--- config.mk ---
export PLATFORM = sky130hd
export DESIGN_NAME = fir_lowpass_51_tap_core
export DESIGN_NICKNAME = d
export VERILOG_FILES = /design/src/design/fir51_pkg.sv /design/src/design/fir51_cell.sv /design/src/design/fir51_mac.sv /design/src/design/fir_lowpass_51_tap_core.sv
export SDC_FILE = /design/constraint.sdc
export NUM_CORES = 2
export LEC_CHECK = 0
export ABC_AREA = 1
export BUFFER_PORTS_ARGS = -buffer_cell sky130_fd_sc_hd__clkbuf_2
export CORE_ASPECT_RATIO = 1.75
export CORE_MARGIN = 2
export CORE_UTILIZATION = 35
export DETAILED_ROUTE_END_ITERATION = 10
export PLACE_DENSITY = 0.56
export RECOVER_POWER = 25
export SLEW_MARGIN = 40
export SYNTH_ARGS = -nofsm -noshare
export SYNTH_HDL_FRONTEND = slang
export SYNTH_SLANG_ARGS = --single-unit
--- constraint.sdc ---
create_clock -name aclk -period 7.8 [get_ports aclk]
set_input_delay 0.78 -clock aclk [delete_from_list [all_inputs] [get_ports aclk]]
set_output_delay 0.78 -clock aclk [all_outputs]
set_load 0.05 [all_outputs]
--- src/design/fir51_pkg.sv ---
`default_nettype none
package fir51_pkg;

    localparam int TAPS        = 51;
    localparam int CNT_W       = 6;
    localparam int COEF_W      = 15;
    localparam int OUT_W       = 14;
    localparam int OUT_BYTES_W = ((OUT_W + 7) / 8) * 8;
    localparam int SCALE_SHIFT = 14;

    localparam logic signed [COEF_W-1:0] COEF [TAPS] = '{
        -15'sd11,   15'sd10,   15'sd9,   -15'sd5,    15'sd1,    15'sd0,
        -15'sd19,   15'sd6,    15'sd48,  -15'sd12,  -15'sd92,   15'sd17,
         15'sd155, -15'sd20,  -15'sd243,  15'sd22,   15'sd370, -15'sd24,
        -15'sd559,  15'sd24,   15'sd881, -15'sd24,  -15'sd1584, 15'sd24,
         15'sd4932, 15'sd8578, 15'sd4932, 15'sd24,  -15'sd1584, -15'sd24,
         15'sd881,  15'sd24,  -15'sd559, -15'sd24,   15'sd370,  15'sd22,
        -15'sd243, -15'sd20,   15'sd155,  15'sd17,  -15'sd92,  -15'sd12,
         15'sd48,   15'sd6,   -15'sd19,   15'sd0,    15'sd1,   -15'sd5,
         15'sd9,    15'sd10,  -15'sd11
    };

    typedef struct packed {
        logic load;
        logic rotate;
    } cell_ctrl_t;

    typedef struct packed {
        logic clear;
        logic acc_en;
    } mac_ctrl_t;

endpackage
`default_nettype wire

--- src/design/fir51_cell.sv ---
`default_nettype none
module fir51_cell #(
    parameter int SAMPLE_BITS = 12
) (
    input  wire                         aclk,
    input  wire                         aresetn,
    input  wire fir51_pkg::cell_ctrl_t  ctrl,
    input  wire  [SAMPLE_BITS-1:0]      load_in,
    input  wire  [SAMPLE_BITS-1:0]      rotate_in,
    output logic [SAMPLE_BITS-1:0]      q
);
    import fir51_pkg::*;

    logic [SAMPLE_BITS-1:0] data_reg;

    always_ff @(posedge aclk) begin
        if (!aresetn) begin
            data_reg <= '0;
        end else if (ctrl.load) begin
            data_reg <= load_in;
        end else if (ctrl.rotate) begin
            data_reg <= rotate_in;
        end
    end

    assign q = data_reg;

endmodule
`default_nettype wire

--- src/design/fir51_mac.sv ---
`default_nettype none
module fir51_mac #(
    parameter int SAMPLE_BITS = 12
) (
    input  wire                                     aclk,
    input  wire fir51_pkg::mac_ctrl_t               ctrl,
    input  wire  [SAMPLE_BITS-1:0]                  sample,
    input  wire  signed [fir51_pkg::COEF_W-1:0]     coef,
    output logic signed [fir51_pkg::OUT_W-1:0]      result
);
    import fir51_pkg::*;

    localparam int PROD_W = SAMPLE_BITS + 1 + COEF_W;
    localparam int ACC_W  = PROD_W + CNT_W;

    localparam logic signed [ACC_W-1:0] BIAS    = ACC_W'((1 << SCALE_SHIFT) - 1);
    localparam logic signed [ACC_W-1:0] OUT_MAX = ACC_W'((1 << (OUT_W - 1)) - 1);
    localparam logic signed [ACC_W-1:0] OUT_MIN = -ACC_W'(1 << (OUT_W - 1));

    logic signed [PROD_W-1:0] product;
    logic signed [ACC_W-1:0]  acc_reg;
    logic signed [ACC_W-1:0]  acc_next;
    logic signed [ACC_W-1:0]  biased;
    logic signed [ACC_W-1:0]  quot;

    assign product  = PROD_W'($signed({1'b0, sample})) * PROD_W'(coef);
    assign acc_next = acc_reg + ACC_W'(product);

    always_ff @(posedge aclk) begin
        if (ctrl.clear) begin
            acc_reg <= '0;
        end else if (ctrl.acc_en) begin
            acc_reg <= acc_next;
        end
    end

    // truncate toward zero: bias negative sums before the arithmetic shift
    assign biased = acc_reg[ACC_W-1] ? acc_reg + BIAS : acc_reg;
    assign quot   = biased >>> SCALE_SHIFT;

    always_comb begin
        if (quot > OUT_MAX) begin
            result = OUT_MAX[OUT_W-1:0];
        end else if (quot < OUT_MIN) begin
            result = OUT_MIN[OUT_W-1:0];
        end else begin
            result = quot[OUT_W-1:0];
        end
    end

endmodule
`default_nettype wire

--- src/design/fir_lowpass_51_tap_core.sv ---
`default_nettype none
// 51-tap linear-phase low-pass FIR for unsigned ADC samples. Each accepted
// request shifts its sample into a ring of 51 history cells (all zero after
// reset), then the ring rotates once through a single shared multiply-accumulate,
// one tap per cycle, and the sum is divided by 16384 with truncation toward zero
// and saturated to a signed 14-bit result. After the rotation the scaled result
// is written to the output register once that register is free, and the core
// returns to idle; a stalled output delays this. No new request is taken before
// then, but a new request is taken while the previous result still waits on
// the output register. s_tdata carries sample in its low SAMPLE_BITS; m_tdata
// carries filtered (two's complement) in bits 13:0, zero-padded above.
module fir_lowpass_51_tap_core #(
    parameter int SAMPLE_BITS = 12
) (
    input  wire                                     aclk,
    input  wire                                     aresetn,
    input  wire                                     s_tvalid,
    output logic                                    s_tready,
    input  wire  [((SAMPLE_BITS + 7) / 8) * 8-1:0]  s_tdata,   // sample
    output logic                                    m_tvalid,
    input  wire                                     m_tready,
    output logic [fir51_pkg::OUT_BYTES_W-1:0]       m_tdata    // filtered
);
    import fir51_pkg::*;

    typedef enum logic [1:0] {
        ST_IDLE,
        ST_CALC,
        ST_FINISH
    } state_t;

    state_t                   state_reg;
    state_t                   state_next;
    logic [CNT_W-1:0]         cnt_reg;
    logic [CNT_W-1:0]         cnt_next;
    logic                     m_tvalid_reg;
    logic                     m_tvalid_next;
    logic [OUT_W-1:0]         filt_reg;
    logic [OUT_W-1:0]         filt_next;

    logic                     s_accept;
    cell_ctrl_t               cell_ctrl;
    mac_ctrl_t                mac_ctrl;
    logic [SAMPLE_BITS-1:0]   cell_q [TAPS];
    logic signed [OUT_W-1:0]  mac_result;

    assign s_tready = (state_reg == ST_IDLE);
    assign s_accept = s_tvalid && s_tready;

    assign cell_ctrl.load   = s_accept;
    assign cell_ctrl.rotate = (state_reg == ST_CALC);
    assign mac_ctrl.clear   = s_accept;
    assign mac_ctrl.acc_en  = (state_reg == ST_CALC);

    for (genvar i = 0; i < TAPS; i++) begin : g_cell
        logic [SAMPLE_BITS-1:0] load_in;
        logic [SAMPLE_BITS-1:0] rotate_in;

        if (i == 0) begin : g_head
            assign load_in = s_tdata[SAMPLE_BITS-1:0];
        end else begin : g_body
            assign load_in = cell_q[i-1];
        end

        if (i == TAPS - 1) begin : g_tail
            assign rotate_in = cell_q[0];
        end else begin : g_link
            assign rotate_in = cell_q[i+1];
        end

        fir51_cell #(
            .SAMPLE_BITS (SAMPLE_BITS)
        ) u_cell (
            .aclk      (aclk),
            .aresetn   (aresetn),
            .ctrl      (cell_ctrl),
            .load_in   (load_in),
            .rotate_in (rotate_in),
            .q         (cell_q[i])
        );
    end

    fir51_mac #(
        .SAMPLE_BITS (SAMPLE_BITS)
    ) u_mac (
        .aclk   (aclk),
        .ctrl   (mac_ctrl),
        .sample (cell_q[0]),
        .coef   (COEF[cnt_reg]),
        .result (mac_result)
    );

    always_comb begin
        state_next    = state_reg;
        cnt_next      = cnt_reg;
        m_tvalid_next = m_tvalid_reg && !m_tready;
        filt_next     = filt_reg;
        unique case (state_reg)
            ST_IDLE: begin
                if (s_accept) begin
                    cnt_next   = '0;
                    state_next = ST_CALC;
                end
            end
            ST_CALC: begin
                cnt_next = cnt_reg + 1'b1;
                if (cnt_reg == CNT_W'(TAPS - 1)) begin
                    cnt_next   = '0;
                    state_next = ST_FINISH;
                end
            end
            ST_FINISH: begin
                // hold the result until the output register is free
                if (!m_tvalid_reg || m_tready) begin
                    filt_next     = mac_result;
                    m_tvalid_next = 1'b1;
                    state_next    = ST_IDLE;
                end
            end
            default: begin
                state_next = ST_IDLE;
            end
        endcase
    end

    always_ff @(posedge aclk) begin
        if (!aresetn) begin
            state_reg    <= ST_IDLE;
            cnt_reg      <= '0;
            m_tvalid_reg <= 1'b0;
        end else begin
            state_reg    <= state_next;
            cnt_reg      <= cnt_next;
            m_tvalid_reg <= m_tvalid_next;
        end
        filt_reg <= filt_next;
    end

    assign m_tvalid = m_tvalid_reg;
    assign m_tdata  = {{(OUT_BYTES_W - OUT_W){1'b0}}, filt_reg};

endmodule
`default_nettype wire
==> metrics.yaml <==
cts.htree.levels: 2
pre_cts_ws_ns: 0.6702
n_fill_cell: 11080
initial_utilization_pct: 35.19
syn_area_per_cell_um2: 7.428
rr_worst_depth: 32
pwr-share-seq_pct: 19.4
finalSetupViolations: 0
cts.hold.buffers_added: 0
core_area_mm2: 0.1058
worstSetupStartpoint: "cnt_reg[0]"
grt_pass1_vias: 32430
maxUsedRoutingLayer: "met4"
switching_share_pct: 48.97
cp-start-kind: "register"
drtPass1Iterations: 7
r2r_end: "u_mac.acc_reg[20]"
post_drt_wl_per_cell_um: 16.22
ys_seq_area_share_pct: 36.36
die_w_um: 250.5
critPathArrivalTime_ns: 7.77
io_pins: 38
fin_crit_sh_pct: 93.16
grt_max_degree: 230
dieArea_mm2: 0.1091
vias_per_cell: 5.254
p_switching_uw: 10280
regArea_mm2: 0.01353
worstSetupPathType: "register to register"
end_kind: "register"
pwr-share-clk_pct: 14.2
final_hold_viol_count: 0
maxCapViolCount: 7
drive_above_1_share_pct: 5.341
worstPathRequired_ns: 8.30
critPathMaxStageDelay_ns: 0.55
rows: 158
dpl.hpwl_mm: 66.71
syn_area_mm2: 0.03721
path_clk_slew_ns: 0.07
io_buffers: 31
most-common-layout-cells: "786 x o21ai_0, 783 x nand2_1, 655 x dfxtp_1, 562 x inv_1, 535 x nor2_1"
routabilityCongestion: 0.8859
ir_drop_v: 0.0006050
ant_nets: 0
slowest_stage: "fa_1"
worst_pin_slew_ns: 4.310
slew_violations: 860
wl_met3_mm: 2.629
insertion_delay_ns: 0.66
largest_register_ffs: 612
power_frac_comb_pct: 66.3
finalSetupTns_ns: 0
drc: 0
fmax_ghz: 0.1376
routed-via-count: 32930
min_period_ns: 7.266
cts_setup_buffers: 0
critPathMostFrequentCell: "inv_1"
route.met2.wl_mm: 53.32
cts_made_buffers: 58
power.density_mw_per_mm2: 517.9
multi_input_area_mm2: 0.02011
syn_inst: 5010
clockBufferDepth: 3
rsz0062_at_grt: "false"
grt_pass1_wl_mm: 167.0
p_leak_uw: 0.01600
routed_wl_mm: 101.7
cts.repair.resized: 0
outcome: "finished, violations left"
skew_ns: 0.05958
yosysWarningCount: 0
timing.critical_path.to: "u_mac.acc_reg[20]"
antenna_found_initial: 2
syn_to_final_growth_pct: 8.936
synth_cell_types: 47
grt_usage_pct: 18.25
violations: "capacitance limit, slew limit"
gr-total-overflow: 0
drt-initial-drc-count: 2383
setup_ws_ns: 0.5337
cts_tree: "yes"
clockRootBuffer: "clkbuf_16"
slew_headroom_pct: -187.7
drt-met1-wl_mm: 41.65
internal_power_uw: 10710
crit_fanout: 9
nets: 5166
synth-seq-cells: 669
cts_sinks: 669
die_y_um: 435.4
reg2reg_slack_ns: 0.53
reg2reg_from: "cnt_reg[0]"
final_common_cell: "o21ai_0"
hold_path_class: "input pin to register"
layout make-up:
class	count	share of cell area (%)
Clock inverter	30	0.7253
Timing Repair Buffer	141	2.654
Antenna cell	2	0.01235
Tap cell	1360	4.197
Sequential cell	669	33.38
Clock buffer	78	4.062
Inverter	574	5.364
Multi-Input combinational cell	3413	49.60
stage by stage:
| step | std cells | hold slack (ns) | cell area [µm²] | util [%] | power [µW] |
|---|---|---|---|---|---|
| after global routing | 6266 | 0.3830 | 40540 | 38.33 | 23200 |
| after global placement | 6153 | 0.4615 | 38550 | 36.45 | 17880 |
| after CTS | 6263 | 0.3535 | 40560 | 38.35 | 21090 |
| after floorplan | 5011 | 0.4493 | 37220 | - | 13600 |
| final | 6267 | 0.3910 | 40540 | 38.33 | 21000 |
| after detailed placement | 6155 | 0.4673 | 38620 | 36.52 | 18000 |
power by group through the flow:
stage	logic, µW	clock network (µW)	registers, µW
after floorplan	9530	0	4070
after global placement	13700	0	4150
after detailed placement	13900	0	4150
after CTS	13900	3080	4080
after global routing	15900	3200	4130
final	13900	2990	4080
Yosys cell counts, drive strengths merged:
cell type / n / area, µm²
xnor2: 10 / 87.58
nor2: 549 / 2103
xor2: 25 / 219.0
inv: 574 / 2157
nand3: 67 / 335.3
o31ai: 2 / 28.78
a221oi: 122 / 1069
nand3b: 3 / 22.52
o21bai: 8 / 60.06
a21oi: 534 / 2676
o21a: 2 / 15.01
nor4: 1 / 6.260
o211ai: 28 / 210.2
nand4: 18 / 112.6
edfxtp: 14 / 420.4
a31o: 1 / 8.760
nor3: 14 / 81.33
o22ai: 112 / 700.7
nand2: 797 / 3034
o221ai: 3 / 26.28
buf: 83 / 421.7
o21ai: 791 / 3966
a31oi: 22 / 137.6
and2: 1 / 6.260
ha: 94 / 1176
clkbuf: 272 / 1021
a21o: 9 / 67.56
a311oi: 1 / 8.760
a21boi: 1 / 7.510
dfxtp: 655 / 13110
conb: 1 / 3.750
fa: 195 / 3904
a211oi: 1 / 7.510
worst min path at each step:
stage	depth (start not counted)	to	from
4_1_cts	3	g_cell[0].u_cell.q[11]	s_tdata[11]
5_1_grt	3	g_cell[0].u_cell.q[11]	s_tdata[11]
2_1_floorplan	2	g_cell[31].u_cell.q[6]	g_cell[30].u_cell.q[6]
3_3_place_gp	2	g_cell[20].u_cell.q[6]	g_cell[19].u_cell.q[6]
6_report	3	g_cell[0].u_cell.q[11]	s_tdata[11]
3_5_place_dp	2	g_cell[43].u_cell.q[1]	g_cell[43].u_cell.q[1]
kinds of logic (layout without fill, tap and decap cells):
| family | after synthesis | after routing | share of synthesized area, % |
|---|---|---|---|
| AOI/OAI and AO/OA | 1637 | 1637 | 24.16 |
| other | 1 | 4 | 0.01008 |
| buffers and inverters | 929 | 823 | 9.673 |
| and+or+nand+nor | 1450 | 1450 | 15.32 |
| xor gates and xnor gates | 35 | 35 | 0.8237 |
| DFF | 669 | 669 | 36.36 |
| adders and majority gates | 289 | 289 | 13.65 |
metal layers:
| layer | up-vias | track usage (%) |
|---|---|---|
| li1 | 16200 | - |
| met1 | 16050 | 21.35 |
| met4 | 0 | 7.553 |
| met5 | - | 0 |
| met2 | 492 | 34.08 |
| met3 | 178 | 1.284 |
critical path: cells and delay by family, from the launching register on:
family	cells	cell delay, ns
adder cells (fa/ha/maj)	8	3.78
AND/OR/NAND/NOR	10	1.47
buffers and inverters	10	0.87
AO/OA/AOI/OAI	4	0.66
flip-flops	1	0.34
Power figures use the tool's default switching activity.
